==> src/sv/usbcdc_pkg.sv <==
`default_nettype none
package usbcdc_pkg;

  localparam logic [7:0] TYPE_INTERFACE = 8'h04;
  localparam logic [7:0] TYPE_ENDPOINT  = 8'h05;
  localparam logic [1:0] XFER_BULK      = 2'b10;
  localparam int unsigned DIR_IN_BIT    = 7;
  localparam logic [7:0] CLASS_CDC_DATA = 8'h0A;

  localparam logic [7:0] OFF_LENGTH = 8'd0;
  localparam logic [7:0] OFF_TYPE   = 8'd1;
  localparam logic [7:0] OFF_FIELD  = 8'd2;
  localparam logic [7:0] OFF_ATTR   = 8'd3;
  localparam logic [7:0] OFF_CLASS  = 8'd5;

  typedef struct packed {
    logic       found;
    logic [7:0] interface_number;
    logic [7:0] bulk_in_endpoint;
    logic [7:0] bulk_out_endpoint;
  } usbcdc_result_t;

endpackage
`default_nettype wire

==> src/sv/usbcdc_walk.sv <==
`default_nettype none
module usbcdc_walk
  import usbcdc_pkg::*;
(
  input  wire logic           clk,
  input  wire logic           rst_n,
  input  wire logic           cfg_write_en,
  input  wire logic [7:0]     cfg_write_data,
  input  wire logic           beat_en,
  input  wire logic [7:0]     desc_byte,
  input  wire logic           last_byte,
  output      logic           emit,
  output      usbcdc_result_t result
);

  logic [7:0] wanted_class_r;
  logic [7:0] offset_r, offset_nxt;
  logic [7:0] length_r, length_nxt;
  logic [7:0] type_r, type_nxt;
  logic [7:0] held_r, held_nxt;
  logic       inside_r, inside_nxt;
  logic       finished_r, finished_nxt;
  logic [7:0] match_r, match_nxt;
  logic [7:0] in_addr_r, in_addr_nxt;
  logic [7:0] out_addr_r, out_addr_nxt;

  logic       both;
  logic       emit_early;
  logic       ok_early;
  logic [8:0] off_inc;

  always_comb begin
    offset_nxt   = offset_r;
    length_nxt   = length_r;
    type_nxt     = type_r;
    held_nxt     = held_r;
    inside_nxt   = inside_r;
    finished_nxt = finished_r;
    match_nxt    = match_r;
    in_addr_nxt  = in_addr_r;
    out_addr_nxt = out_addr_r;
    both         = (in_addr_r != 8'd0) && (out_addr_r != 8'd0);
    emit_early   = 1'b0;
    ok_early     = 1'b0;
    off_inc      = {1'b0, offset_r} + 9'd1;

    if (!finished_r) begin
      if (offset_r == OFF_LENGTH && desc_byte == 8'd0) begin
        emit_early = 1'b1;
        ok_early   = inside_r && both;
      end else begin
        priority if (offset_r == OFF_LENGTH) begin
          length_nxt = desc_byte;
          type_nxt   = 8'd0;
        end else if (offset_r == OFF_TYPE) begin
          type_nxt = desc_byte;
          if (desc_byte == TYPE_INTERFACE && inside_r) begin
            if (both) begin
              emit_early = 1'b1;
              ok_early   = 1'b1;
            end else begin
              inside_nxt = 1'b0;
            end
          end
        end else if (offset_r == OFF_FIELD) begin
          held_nxt = desc_byte;
        end else if (offset_r == OFF_ATTR) begin
          if (type_r == TYPE_ENDPOINT && inside_r && desc_byte[1:0] == XFER_BULK) begin
            if (held_r[DIR_IN_BIT]) begin
              in_addr_nxt = held_r;
            end else begin
              out_addr_nxt = held_r;
            end
          end
        end else if (offset_r == OFF_CLASS) begin
          if (type_r == TYPE_INTERFACE && desc_byte == wanted_class_r) begin
            inside_nxt = 1'b1;
            match_nxt  = held_r;
          end
        end else begin
          held_nxt = held_r;
        end
        if (off_inc >= {1'b0, length_nxt}) begin
          offset_nxt = 8'd0;
        end else begin
          offset_nxt = off_inc[7:0];
        end
      end
      finished_nxt = emit_early;
    end

    emit = !finished_r && (emit_early || last_byte);
    result.found = emit_early ? ok_early
                 : (inside_nxt && in_addr_nxt != 8'd0 && out_addr_nxt != 8'd0);
    result.interface_number  = match_nxt;
    result.bulk_in_endpoint  = in_addr_nxt;
    result.bulk_out_endpoint = out_addr_nxt;
  end

  always_ff @(posedge clk) begin
    if (!rst_n) begin
      wanted_class_r <= CLASS_CDC_DATA;
    end else if (cfg_write_en) begin
      wanted_class_r <= cfg_write_data;
    end
  end

  always_ff @(posedge clk) begin
    if (!rst_n || (beat_en && last_byte)) begin
      offset_r   <= 8'd0;
      length_r   <= 8'd0;
      type_r     <= 8'd0;
      held_r     <= 8'd0;
      inside_r   <= 1'b0;
      finished_r <= 1'b0;
      match_r    <= 8'd0;
      in_addr_r  <= 8'd0;
      out_addr_r <= 8'd0;
    end else if (beat_en) begin
      offset_r   <= offset_nxt;
      length_r   <= length_nxt;
      type_r     <= type_nxt;
      held_r     <= held_nxt;
      inside_r   <= inside_nxt;
      finished_r <= finished_nxt;
      match_r    <= match_nxt;
      in_addr_r  <= in_addr_nxt;
      out_addr_r <= out_addr_nxt;
    end
  end

endmodule
`default_nettype wire

==> src/sv/usb_cdc_descriptor_scanner.sv <==
// channel  direction  handshake              payload
// in       input      in_valid / in_ready    in_desc_byte, in_last_byte
// out      output     out_valid / out_ready  out_found, out_interface_number,
//                                            out_bulk_in_endpoint, out_bulk_out_endpoint
// cfg      input      cfg_write_en           cfg_write_data (wanted class)
//
// one descriptor byte per cycle while in_ready is high; a result shows in the cycle
// after the beat that ends the search, held in a single output register
// in_ready is high whenever the output register is empty or being drained
// rst_n is synchronous; wanted class returns to 0x0A, the walk state clears
`default_nettype none
module usb_cdc_descriptor_scanner
  import usbcdc_pkg::*;
(
  input  wire logic       clk,
  input  wire logic       rst_n,
  input  wire logic       cfg_write_en,
  input  wire logic [7:0] cfg_write_data,
  input  wire logic       in_valid,
  output      logic       in_ready,
  input  wire logic [7:0] in_desc_byte,
  input  wire logic       in_last_byte,
  output      logic       out_valid,
  input  wire logic       out_ready,
  output      logic       out_found,
  output      logic [7:0] out_interface_number,
  output      logic [7:0] out_bulk_in_endpoint,
  output      logic [7:0] out_bulk_out_endpoint
);

  logic           beat_en;
  logic           emit;
  usbcdc_result_t result;
  usbcdc_result_t result_r;
  logic           out_valid_r;

  assign in_ready = !out_valid_r || out_ready;
  assign beat_en  = in_valid && in_ready;

  usbcdc_walk u_walk (
    .clk            (clk),
    .rst_n          (rst_n),
    .cfg_write_en   (cfg_write_en),
    .cfg_write_data (cfg_write_data),
    .beat_en        (beat_en),
    .desc_byte      (in_desc_byte),
    .last_byte      (in_last_byte),
    .emit           (emit),
    .result         (result)
  );

  always_ff @(posedge clk) begin
    if (!rst_n) begin
      out_valid_r <= 1'b0;
    end else if (in_ready) begin
      out_valid_r <= beat_en && emit;
    end
  end

  always_ff @(posedge clk) begin
    if (beat_en && emit) begin
      result_r <= result;
    end
  end

  assign out_valid             = out_valid_r;
  assign out_found             = result_r.found;
  assign out_interface_number  = result_r.interface_number;
  assign out_bulk_in_endpoint  = result_r.bulk_in_endpoint;
  assign out_bulk_out_endpoint = result_r.bulk_out_endpoint;

endmodule
`default_nettype wire

==> config.mk <==
export PLATFORM = sky130hd
export DESIGN_NAME = usb_cdc_descriptor_scanner
export DESIGN_NICKNAME = d
export VERILOG_FILES = /design/src/sv/usbcdc_pkg.sv /design/src/sv/usbcdc_walk.sv /design/src/sv/usb_cdc_descriptor_scanner.sv
export SDC_FILE = /design/constraint.sdc
export NUM_CORES = 1
export LEC_CHECK = 0
export BUFFER_PORTS_ARGS = -buffer_cell sky130_fd_sc_hd__buf_2
export CAP_MARGIN = 10
export CORE_UTILIZATION = 38
export DETAILED_ROUTE_END_ITERATION = 8
export PLACE_DENSITY_LB_ADDON = 0.05
export SLEW_MARGIN = 15
export SYNTH_ARGS = -nofsm -noshare
export SYNTH_HDL_FRONTEND = slang
export SYNTH_SLANG_ARGS = --single-unit
==> constraint.sdc <==
create_clock -name clk -period 6.3 [get_ports clk]
set_input_delay 0.63 -clock clk [delete_from_list [all_inputs] [get_ports clk]]
set_output_delay 0.63 -clock clk [all_outputs]
set_load 0.005 [all_outputs]
==> metrics.md, run 1 <==
| Metric | Value |
|---|---|
| Boundary pin count | 49 |
| Critical path type | flop to flop |
| Crit share post-route | 0.557 |
| Average instance area after synthesis | between 10 and 15 sq um |
| HPWL after detailed placement | roughly 7200 microns |
| Final Power | ~1.2 mW |
| Number of H-tree levels | 3 |
| Run status | completed |
| Via count normalized by instance count | ~5.3 |
| Seq. cell area | around 2100 sq um |
| Highest-delay cell along the critical path | sky130_fd_sc_hd__nand3_1 |
| EDFF count, synth | 25 |
| Horizontal die dimension | 108 microns |
| Via Count | between 3000 and 4000 |
| Total Die Area | 11700 sq um |
| Setup repair bufs after CTS | 0 |
| Final global-route overflow total | 0 |
| Clk_skew | 11.0 ps |
| Starting DRT DRC Count | 150 |
| Largest cells by area after synthesis | sky130_fd_sc_hd__dfxtp_1 31%, sky130_fd_sc_hd__edfxtp_1 17%, sky130_fd_sc_hd__mux2i_1 9.1% |
| Average detailed-routed wire length per instance | approximately 17 microns |
| DR DRC count | 0 |
| Ratio of cells with drive above 1 in the final layout | 0.216 |
| Gate count of the mapped netlist | just over 400 |
| FFs w/ async S/R, synth | 0 |
| Initial antenna violation count | 0 |
| Inst Count DP | between 500 and 600 |
| Yosys cell types | 50 |
| Number of fillers in the final layout | about 1100 |
| Final number of hold-violating endpoints | 0 |
| Worst Setup Slack post-DPL | 2780 ps |
| Finished Core Util | 0.453 |
| Post-synth top flop | sky130_fd_sc_hd__dfxtp_1 |
| Maximum clock path buffer count | 2 |
| Seq cells post-synth | approximately 90 |
| Power per unit of standard cell area | 252 nW/um^2 |
| Global-route wire length before repair | between 15000 and 20000 microns |
| Hold crit path type | flop to flop |
| Slew of the pin with the lowest slew margin | 1040 ps |
| Largest area contributor in the netlist | sky130_fd_sc_hd__dfxtp_1 |
| TritonCTS clock tree | built |
| CTS sink cnt | just over 90 |
| Standard cell area after detailed placement | between 4000 and 5000 sq um |
| Total number of nets in the final design | between 400 and 500 |
| Die height | 108 microns |
| Share of the synthesized area in the top cell type | 0.312 |
| Routability Congestion | between 0.7 and 0.8 |
| Setup TNS after final layout | 0 ps |
| Worst slew margin relative to its limit | 0.304 |
| Worst hold margin | between 400 and 500 ps |
| Count of endpoints failing setup in the final report | 0 |
| Final wirelength | between 10000 and 15000 microns |
| Largest driver fanout on the critical path | 16 |
| Core Area | roughly 11000 sq um |
| Peak Freq | about 280 MHz |
| RSZ-0062 raised after global routing | false |
| Total of max-cap violations | 0 |
| Number of synthesis warnings | 0 |
| CP max stage delay | roughly 670 ps |
| Clock transition time at the flip-flop clock pins of the worst setup and hold paths | approximately 60 ps |
| Antenna Diode Count | 0 |
| Worst IR Drop VDD | 0.112 mV |
| Cell breakdown of the critical path | nor4_4 > nand3_1 > mux2_2 > ha_1 > nand2b_1 > a31oi_1 > or3_1 > and3_1 > a32o_1 |
| CTS buffer count | 9 |
| Via count of the first global-routing pass | 3036 |
| Data arrival time at the worst-slack endpoint | approximately 3700 ps |
| Worst-case reg-to-reg path depth | 9 |
| Area of the multi-input gates | about 2100 sq um |
| Maximum number of pins on one net before global-route repair | 32 |
| Quantity of I/O buffers inserted on ports | 48 |
| Root buffer cell | sky130_fd_sc_hd__clkbuf_16 |
| Antenna Violating Nets Remaining | 0 |
| Register area share after synthesis | 0.487 |
| Filler-free cell count of the finished design | about 600 |
| Clock latency reported for the late side of the worst-skew pair | roughly 340 ps |
| Minimum period implied by the final worst setup slack | about 3500 ps |
| Number of cell rows | 38 |
| Reg2Reg Launch Point | u_walk.offset_r[4] |
| Overall global routing resource usage | 0.188 |
| Minimum setup slack among reg-to-reg paths | ~2800 ps |
| Nature of the critical path endpoint | flop |
| Final instance area | ~5000 sq um |
| Number of stages on the worst hold path | 2 |
| Hold Startpoint | u_walk.type_r[6] |
| Type of origin of the critical path | flop |
| Worst EP required | ~6500 ps |
| DR pass1 iterations | 7 |
| Reg-to-reg critical path endpoint | u_walk.offset_r[3] |
| Post_cts resized | 0 |
| Endpoint of the worst hold-timing path | u_walk.type_r[6] |
| Leak Pwr | approximately 1.9 nW |
| Layout overhead on the synthesized area | 15.3% |
| PnR worst setup slack | 2790 ps |
| Cts-stage hold buffer count | 0 |
| Net count of the mapped netlist | between 400 and 500 |
| Post-Syn Area | about 4300 sq um |
| Final Slew Violations | 0 |
| Effective utilization at floorplan | 0.393 |
-- cell usage in the layout, fill, tap and decap left out, types with 4 or more instances in the layout --
| cell type | instances |
|---|---|
| sky130_fd_sc_hd__buf_4 | 4 |
| sky130_fd_sc_hd__a211oi_1 | 8 |
| sky130_fd_sc_hd__dfxtp_1 | 67 |
| sky130_fd_sc_hd__buf_2 | 48 |
| sky130_fd_sc_hd__a32o_1 | 5 |
| sky130_fd_sc_hd__nand2_1 | 25 |
| sky130_fd_sc_hd__a21oi_1 | 22 |
| sky130_fd_sc_hd__clkbuf_16 | 9 |
| sky130_fd_sc_hd__edfxtp_1 | 25 |
| sky130_fd_sc_hd__mux2_2 | 22 |
| sky130_fd_sc_hd__ha_1 | 12 |
| sky130_fd_sc_hd__xnor2_1 | 11 |
| sky130_fd_sc_hd__nor4_1 | 5 |
| sky130_fd_sc_hd__mux2i_1 | 39 |
| sky130_fd_sc_hd__nand3_1 | 22 |
| sky130_fd_sc_hd__and3_1 | 4 |
| sky130_fd_sc_hd__nor2_1 | 50 |
| sky130_fd_sc_hd__nand2b_1 | 5 |
| sky130_fd_sc_hd__o21ai_1 | 8 |
| sky130_fd_sc_hd__inv_1 | 8 |
| sky130_fd_sc_hd__nor3_1 | 4 |
-- worst max-delay path by stage --
stage | endpoint | start | slack, ps
global route | u_walk.offset_r[3] | u_walk.offset_r[4] | 2600
floorplan | out_bulk_in_endpoint[0] | u_walk.offset_r[4] | 2660
detailed placement | u_walk.offset_r[5] | u_walk.offset_r[4] | 2780
finish | u_walk.offset_r[3] | u_walk.offset_r[4] | 2790
CTS | u_walk.offset_r[3] | u_walk.offset_r[4] | 2770
global placement | u_walk.offset_r[7] | u_walk.offset_r[4] | 2840
-- registers in the layout (all words and copies together) (netlist names), 8 cells and up --
signal and cells:
u_walk.type_r 8, u_walk.offset_r 8, u_walk.match_r 8, out_bulk_in_endpoint 8, u_walk.wanted_class_r 8, out_bulk_out_endpoint 8, u_walk.length_r 8, u_walk.held_r 8
u_walk.in_addr_r 8, u_walk.out_addr_r 8, out_interface_number 8
-- per-layer routing --
metal	up-vias	wire, microns	part of all wire	track usage
met5	-	0	0	0
met4	0	146	0.014	0.0792
met3	12	348	0.034	0.0368
met2	55	4370	0.43	0.269
met1	1541	5310	0.52	0.272
li1	1585	-	-	-
-- power breakdown --
part           total (mW)  internal [mW]  switching (mW)
registers           0.630          0.622         0.00842
clock network       0.502          0.269           0.233
logic               0.116         0.0429          0.0732
-- cells by family (layout without fill, tap and decap cells) --
group / after synthesis / after routing / share of synthesized area
simple gates: 144 / 144 / 0.186
flops: 92 / 92 / 0.487
buf+inv: 24 / 77 / 0.0242
compound gates: 59 / 59 / 0.0929
mux: 61 / 61 / 0.148
xor+xnor: 13 / 13 / 0.0265
fa+ha+maj: 12 / 12 / 0.0349
-- critical path, delay by kind of cell, from the launching register on --
family | cells | cell delay, ps
AOI/OAI and AO/OA | 2 | 360
and+or+nand+nor | 5 | 1890
DFF | 1 | 360
muxes | 1 | 520
adders and majority gates | 1 | 270
-- cell type report --
cell class / count / area share
well taps: 140 / 0.0353
repair buffers: 52 / 0.0545
flip-flops and latches: 92 / 0.422
clock buffers: 11 / 0.0470
inverters: 9 / 0.00682
clock inverters: 5 / 0.00732
multi-input cells: 289 / 0.427
-- synth_stat cells (3+ instances only) --
master                      n
sky130_fd_sc_hd__a211oi_1   8
sky130_fd_sc_hd__a21oi_1   22
sky130_fd_sc_hd__o21ai_1    8
sky130_fd_sc_hd__a32o_1     5
sky130_fd_sc_hd__xnor2_1   11
sky130_fd_sc_hd__edfxtp_1  25
sky130_fd_sc_hd__nand4_1    3
sky130_fd_sc_hd__or3_1      3
sky130_fd_sc_hd__ha_1      12
sky130_fd_sc_hd__and3_1     4
sky130_fd_sc_hd__nor3_1     4
sky130_fd_sc_hd__nor4_4     3
sky130_fd_sc_hd__dfxtp_1   67
sky130_fd_sc_hd__nor2b_1    3
sky130_fd_sc_hd__a31oi_1    3
sky130_fd_sc_hd__mux2i_1   39
sky130_fd_sc_hd__mux2_2    22
sky130_fd_sc_hd__buf_2      5
sky130_fd_sc_hd__nand2_1   25
sky130_fd_sc_hd__nor2_1    50
sky130_fd_sc_hd__clkbuf_1   6
sky130_fd_sc_hd__or4_1      3
sky130_fd_sc_hd__nor4_1     5
sky130_fd_sc_hd__nand3_1   22
sky130_fd_sc_hd__nand2b_1   5
sky130_fd_sc_hd__buf_1      3
sky130_fd_sc_hd__inv_1      8
Power figures use the tool's default switching activity.
==> run 2: changes to the inputs <==
Clock period 6.3 ns to 3.5 ns, I/O delays scaled along.
==> metrics.md, run 2 (same netlist as run 1, synthesis figures left out) <==
| Metric | Value |
|---|---|
| Top Layer Used | met4 |
| Routed length on met2 | 4270 microns (-2.1%) |
| Worst Setup Slack post-DPL | 568 ps (-2220 ps) |
| Clk_skew | 19.4 ps (+8.38 ps) |
| Total of max-cap violations | 0 (unchanged) |
| Area of the multi-input gates | 2120 sq um (unchanged) |
| Cts-stage hold buffer count | 0 (unchanged) |
| Hold Startpoint | cfg_write_data[3] |
| DR DRC count | 0 (unchanged) |
| DR pass1 iterations | 4 (-3) |
| Total routed wire length on the met1 layer | 5280 microns (-0.47%) |
| Worst IR Drop VDD | 0.215 mV (+93%) |
| Effective utilization at floorplan | 0.393 (unchanged) |
| Antenna Violating Nets Remaining | 0 (unchanged) |
| Maximum number of pins on one net before global-route repair | 30 (-6.3%) |
| Setup TNS after final layout | 0 ps (unchanged) |
| PnR worst setup slack | 557 ps (-2230 ps) |
| Most common cell after layout, fill and taps aside | sky130_fd_sc_hd__dfxtp_1 |
| HPWL after detailed placement | 7300 microns (+1.9%) |
| TritonCTS clock tree | built |
| Run status | completed |
| Final Slew Violations | 0 (unchanged) |
| Horizontal die dimension | 108 microns (unchanged) |
| Setup repair bufs after CTS | 0 (unchanged) |
| Initial antenna violation count | 0 (unchanged) |
| Critical path type | flop to flop |
| Routed wl met3 | 460 microns (+32%) |
| Top library cells by usage in the layout, fill and taps aside | 67 x sky130_fd_sc_hd__dfxtp_1, 50 x sky130_fd_sc_hd__nor2_1, 48 x sky130_fd_sc_hd__buf_2, 39 x sky130_fd_sc_hd__mux2i_1 |
| Slew of the pin with the lowest slew margin | 780 ps (-264 ps) |
| Number of H-tree levels | 3 (unchanged) |
| Antenna Diode Count | 0 (unchanged) |
| Ratio of cells with drive above 1 in the final layout | 0.226 (+0.00944) |
| Origin of the worst setup path | u_walk.offset_r[4] |
| Boundary pin count | 49 (unchanged) |
| Via count of the first global-routing pass | 2997 (-1.3%) |
| Post_cts resized | 0 (unchanged) |
| Largest driver fanout on the critical path | 15 (-1) |
| Via count normalized by instance count | 5.32 (-0.41%) |
| Average detailed-routed wire length per instance | 16.8 microns (-1.1%) |
| CTS buffer count | 9 (unchanged) |
| Layout overhead on the synthesized area | 16.6% |
| Peak Freq | 340 MHz (+19%) |
| Total number of nets in the final design | 490 (+0.62%) |
| Hold crit path type | primary input to flop |
| Clock latency reported for the late side of the worst-skew pair | 350 ps (about the same) |
| Global-route wire length before repair | 16300 microns (unchanged) |
| Power per unit of standard cell area | 464 nW/um^2 (+84%) |
| Quantity of I/O buffers inserted on ports | 48 (unchanged) |
| RSZ-0062 raised after global routing | false |
| Total Die Area | 11700 sq um (unchanged) |
| Root buffer cell | sky130_fd_sc_hd__clkbuf_16 |
| Clock transition time at the flip-flop clock pins of the worst setup and hold paths | 70 ps (about the same) |
| Routability Congestion | 0.833 (+4.5%) |
| Number of fillers in the final layout | 1066 (-0.37%) |
| Via Count | 3196 (+0.094%) |
| Leak Pwr | 1.91 nW (+1.6%) |
| Worst EP required | 3730 ps (-2800 ps) |
| Data arrival time at the worst-slack endpoint | 3170 ps (-570 ps) |
| Final global-route overflow total | 0 (unchanged) |
| Finished Core Util | 0.458 (+0.00503) |
| Worst slew margin relative to its limit | 0.480 (+0.176) |
| Final number of hold-violating endpoints | 0 (unchanged) |
| Final wirelength | 10100 microns (-0.62%) |
| Maximum clock path buffer count | 2 (unchanged) |
| Starting DRT DRC Count | 197 (+31%) |
| CTS sink cnt | 92 (unchanged) |
| Final instance area | 5010 sq um (+1.1%) |
| Core Area | 10900 sq um (unchanged) |
| Die height | 108 microns (unchanged) |
| Overall global routing resource usage | 0.186 (-0.00110) |
| Minimum period implied by the final worst setup slack | 2940 ps (-567 ps) |
| Number of cell rows | 38 (unchanged) |
| Crit share post-route | 0.841 (+0.284) |
| Type of origin of the critical path | flop |
| Standard cell area after detailed placement | 4710 sq um (+0.48%) |
| Seq. cell area | 2090 sq um (unchanged) |
| Nature of the critical path endpoint | flop |
| Count of endpoints failing setup in the final report | 0 (unchanged) |
| Reg2Reg Launch Point | u_walk.offset_r[4] |
run 2: cell types whose count changed in the layout (fill, tap and decap cells not counted):
cell,delta
sky130_fd_sc_hd__buf_4,+3
sky130_fd_sc_hd__clkbuf_1,-2
sky130_fd_sc_hd__clkinv_2,-2
sky130_fd_sc_hd__clkinv_8,+1
sky130_fd_sc_hd__inv_8,+3
run 2: area by class of cell:
class                   count  share of cell area
multi-input cells         289               0.422
flip-flops and latches     92               0.417
repair buffers             55              0.0584
clock buffers               9              0.0449
well taps                 140              0.0350
clock inverters             7              0.0152
inverters                   9             0.00674
run 2: critical path: stages (launching register included):
cell and delay [ps]:
sky130_fd_sc_hd__dfxtp_1 370, sky130_fd_sc_hd__nor4_4 460, sky130_fd_sc_hd__nand3_1 180, sky130_fd_sc_hd__buf_4 240, sky130_fd_sc_hd__mux2i_1 160, sky130_fd_sc_hd__ha_1 310
sky130_fd_sc_hd__a211o_1 120, sky130_fd_sc_hd__a31oi_1 30, sky130_fd_sc_hd__or3_1 410, sky130_fd_sc_hd__and3_1 280, sky130_fd_sc_hd__a32o_1 280
run 2: worst paths after layout:
check / to / slack, ps / cells past startpoint
setup reg to reg: u_walk.offset_r[5] / 560 / 10
hold / removal: u_walk.wanted_class_r[3] / 220 / 3
hold reg to reg: u_walk.type_r[2] / 450 / 2
setup / recovery: u_walk.offset_r[5] / 560 / 10
run 2: metrics by stage:
stage | hold WS, ps | instances | power (mW)
6_report | 223 | 601 | 2.33
4_1_cts | 213 | 601 | 2.36
3_3_place_gp | 440 | 585 | 1.37
3_5_place_dp | 442 | 585 | 1.37
2_1_floorplan | 412 | 405 | 1.29
5_1_grt | 220 | 601 | 2.42
run 2: layer usage:
layer / vias up / track usage
met5: - / 0
met4: 0 / 0.0589
met3: 7 / 0.0428
met2: 65 / 0.270
met1: 1524 / 0.272
li1: 1600 / -
run 2: where the power goes:
| part | leakage, nW | internal [mW] | total [mW] | switching [mW] |
|---|---|---|---|---|
| Sequential | 0.777 | 1.12 | 1.13 | 0.0146 |
| Clock | 0.149 | 0.509 | 0.982 | 0.473 |
| Combinational | 0.981 | 0.0799 | 0.210 | 0.130 |
| Total | 1.91 | 1.71 | 2.33 | 0.618 |
==> run 3: changes to the inputs <==
Settings changed: ABC_AREA set to 1.
Clock period 3.5 ns to 2.5 ns, I/O delays scaled along.
==> metrics.md, run 3 <==
| Metric | Value |
|---|---|
| Run status | completed |
| Maximum clock path buffer count | 2 (unchanged) |
| Number of H-tree levels | 3 (unchanged) |
| Clock transition time at the flip-flop clock pins of the worst setup and hold paths | 60 ps (about the same) |
| Share of the synthesized area in the top cell type | 0.279 (-0.0330) |
| Largest area contributor in the netlist | sky130_fd_sc_hd__dfxtp_1 |
| Number of cell rows | 40 (+5.3%) |
| Total routed wire length on the met1 layer | 5300 microns (+0.36%) |
| DR pass1 iterations | 8 (+4) |
| Crit share post-route | 0.930 (+0.0890) |
| Worst EP required | 2790 ps (-940 ps) |
| Post-synth top flop | sky130_fd_sc_hd__dfxtp_1 |
| DR DRC count | 0 (unchanged) |
| Top library cells by usage in the layout, fill and taps aside | 114 x sky130_fd_sc_hd__nand2_1, 100 x sky130_fd_sc_hd__inv_1, 67 x sky130_fd_sc_hd__nor2_1, 64 x sky130_fd_sc_hd__dfxtp_1, 48 x sky130_fd_sc_hd__buf_2 |
| Via count of the first global-routing pass | 3865 (+29%) |
| Final wirelength | 11400 microns (+13%) |
| Filler-free cell count of the finished design | 849 (+41%) |
| Data arrival time at the worst-slack endpoint | 2610 ps (-560 ps) |
| Layout overhead on the synthesized area | 16.4% |
| HPWL after detailed placement | 8380 microns (+15%) |
| Worst IR Drop VDD | 0.252 mV (+17%) |
| FFs w/ async S/R, synth | 0 (unchanged) |
| Most frequent CP cell | sky130_fd_sc_hd__nor2_1 |
| Effective utilization at floorplan | 0.395 (+0.00214) |
| Routed length on met2 | 5490 microns (+28%) |
| Cell family contributing the most delay on the critical path | simple AND/OR/NAND/NOR gates |
| Routed wl met3 | 356 microns (-23%) |
| Largest driver fanout on the critical path | 14 (-1) |
| CTS buffer count | 9 (unchanged) |
| Quantity of I/O buffers inserted on ports | 48 (unchanged) |
| Number of buffer and inverter instances along the worst setup path | 2 (+1) |
| Initial antenna violation count | 0 (unchanged) |
| EDFF count, synth | 25 (unchanged) |
| Antenna Violating Nets Remaining | 0 (unchanged) |
| Highest-delay cell along the critical path | sky130_fd_sc_hd__dfxtp_1 |
| Most frequent cell after synthesis | sky130_fd_sc_hd__nand2_1 |
| Final number of hold-violating endpoints | 0 (unchanged) |
| Clk_skew | 7.36 ps (-12.0 ps) |
| CP max stage delay | 350 ps (-110 ps) |
| Final Slew Violations | 0 (unchanged) |
| Yosys cell types | 42 (-16%) |
| Top Layer Used | met4 |
| Via count normalized by instance count | 4.82 (-9.3%) |
| Starting DRT DRC Count | 221 (+12%) |
| Routability Congestion | 0.792 (-4.9%) |
| Gate count of the mapped netlist | 624 (+54%) |
| Antenna Diode Count | 0 (unchanged) |
| Cts-stage hold buffer count | 0 (unchanged) |
| Most common cell after layout, fill and taps aside | sky130_fd_sc_hd__nand2_1 |
| Register area share after synthesis | 0.435 (-0.0515) |
| Seq cells post-synth | 92 (unchanged) |
| Global-route wire length before repair | 18800 microns (+15%) |
| Horizontal die dimension | 114 microns (+5.6%) |
| Peak Freq | 430 MHz (+27%) |
| Total Die Area | 13100 sq um (+12%) |
| Nature of the critical path endpoint | flop |
| Die height | 114 microns (+5.6%) |
| Total of max-cap violations | 0 (unchanged) |
| Number of synthesis warnings | 0 (unchanged) |
| Power per unit of standard cell area | 597 nW/um^2 (+29%) |
| CTS sink cnt | 92 (unchanged) |
| Inst Count DP | 832 (+42%) |
| Leak Pwr | 2.57 nW (+35%) |
| Post-synth top cells | 114 x sky130_fd_sc_hd__nand2_1, 101 x sky130_fd_sc_hd__inv_1, 70 x sky130_fd_sc_hd__nor2_1 |
| Boundary pin count | 49 (unchanged) |
| Post-Syn Area | 4810 sq um (+12%) |
| Final Power | 3.34 mW (+44%) |
| Average instance area after synthesis | 7.70 sq um (-27%) |
| Core Area | 12200 sq um (+11%) |
| Type of origin of the critical path | flop |
| Slew of the pin with the lowest slew margin | 577 ps (-203 ps) |
| Count of endpoints failing setup in the final report | 0 (unchanged) |
| Worst slew margin relative to its limit | 0.612 (+0.132) |
| Ratio of cells with drive above 1 in the final layout | 0.192 (-0.0332) |
| Final global-route overflow total | 0 (unchanged) |
| Clock latency reported for the late side of the worst-skew pair | 360 ps (about the same) |
| Root buffer cell | sky130_fd_sc_hd__clkbuf_16 |
| Minimum period implied by the final worst setup slack | 2320 ps (-618 ps) |
| Largest cells by area after synthesis | sky130_fd_sc_hd__dfxtp_1 28%, sky130_fd_sc_hd__edfxtp_1 16%, sky130_fd_sc_hd__nand2_1 8.9% |
| Via Count | 4093 (+28%) |
| Overall global routing resource usage | 0.187 (+0.000439) |
| Net count of the mapped netlist | 658 (+50%) |
| Hold crit path type | primary input to flop |
| Total number of nets in the final design | 710 (+45%) |
| Maximum number of pins on one net before global-route repair | 35 (+17%) |
| Cell breakdown of the critical path | nor2_1 > nand2_4 > inv_2 > nand2_8 > inv_8 > nand2_1 > o21ai_2 > ha_1 > a21oi_1 > o21a_1 > nor2_1 > nor2_4 > nand4_1 > a21oi_2 |
| Critical path type | flop to flop |
| Setup TNS after final layout | 0 ps (unchanged) |
| TritonCTS clock tree | built |
| Average detailed-routed wire length per instance | 13.4 microns (-20%) |
==> run 3: cell count changes in the layout (fill, tap and decap cells not counted), sizes merged, moves of 23 or more <==
cell,change
o21ai,+41
nand2,+97
nand4,+23
inv,+96
nor2,+27
a21oi,+28
mux2i,-39
==> run 3: power breakdown <==
part / leakage (nW) / total, mW / switching, mW / internal [mW]
combinational: 1.65 / 0.434 / 0.280 / 0.155
clock: 0.133 / 1.28 / 0.605 / 0.674
sequential: 0.789 / 1.63 / 0.0326 / 1.59
total: 2.57 / 3.34 / 0.917 / 2.42
==> run 3: metal layers <==
layer,global-route usage,vias to the layer above
met5,0,-
met2,0.307,80
met1,0.239,1858
li1,-,2143
met4,0.0909,0
met3,0.0296,12
==> run 3: cells by family after synthesis <==
group | share of synthesized area
buffers and inverters | 0.114
adder cells (fa/ha/maj) | 0.0312
AND/OR/NAND/NOR | 0.261
flip-flops | 0.435
XOR/XNOR | 0.0128
AO/OA/AOI/OAI | 0.145
==> run 3: worst paths after layout <==
path / to / slack, ps / startpoint / cells after the start
worst max register to register: u_walk.offset_r[3] / 180 / u_walk.offset_r[7] / 14
worst max-delay path: u_walk.offset_r[3] / 180 / u_walk.offset_r[7] / 14
worst min register to register: u_walk.out_addr_r[7] / 460 / u_walk.out_addr_r[7] / 2
worst min-delay path: u_walk.wanted_class_r[3] / 110 / cfg_write_data[3] / 3
==> run 3: final cells by class <==
class                      instances  area [sq um]
clock buffer                      10           229
clock inverter                     6          40.0
fill                            1271          6570
inverter                         109           419
multi-input combinational        402          2240
sequential                        92          2100
tap                              168           210
timing repair buffer              62           358
==> run 3: worst min-delay path: stages <==
cell,delay [ps]
sky130_fd_sc_hd__buf_2,80
sky130_fd_sc_hd__a21oi_1,50
sky130_fd_sc_hd__o21ai_0,50
==> run 3: timing repair <==
item,in CTS,in global routing
resized for setup,0,28
setup buffers,0,1
endpoints found under the setup margin,0,10
==> run 3: stage by stage <==
step	hold WS, ps	utilization	setup slack (ps)	area (sq um)
2_1_floorplan	375	-	181	4810
3_3_place_gp	455	0.430	145	5230
3_5_place_dp	451	0.430	53.9	5230
4_1_cts	104	0.452	21.8	5500
5_1_grt	120	0.460	-20.3	5590
6_report	108	0.460	175	5590
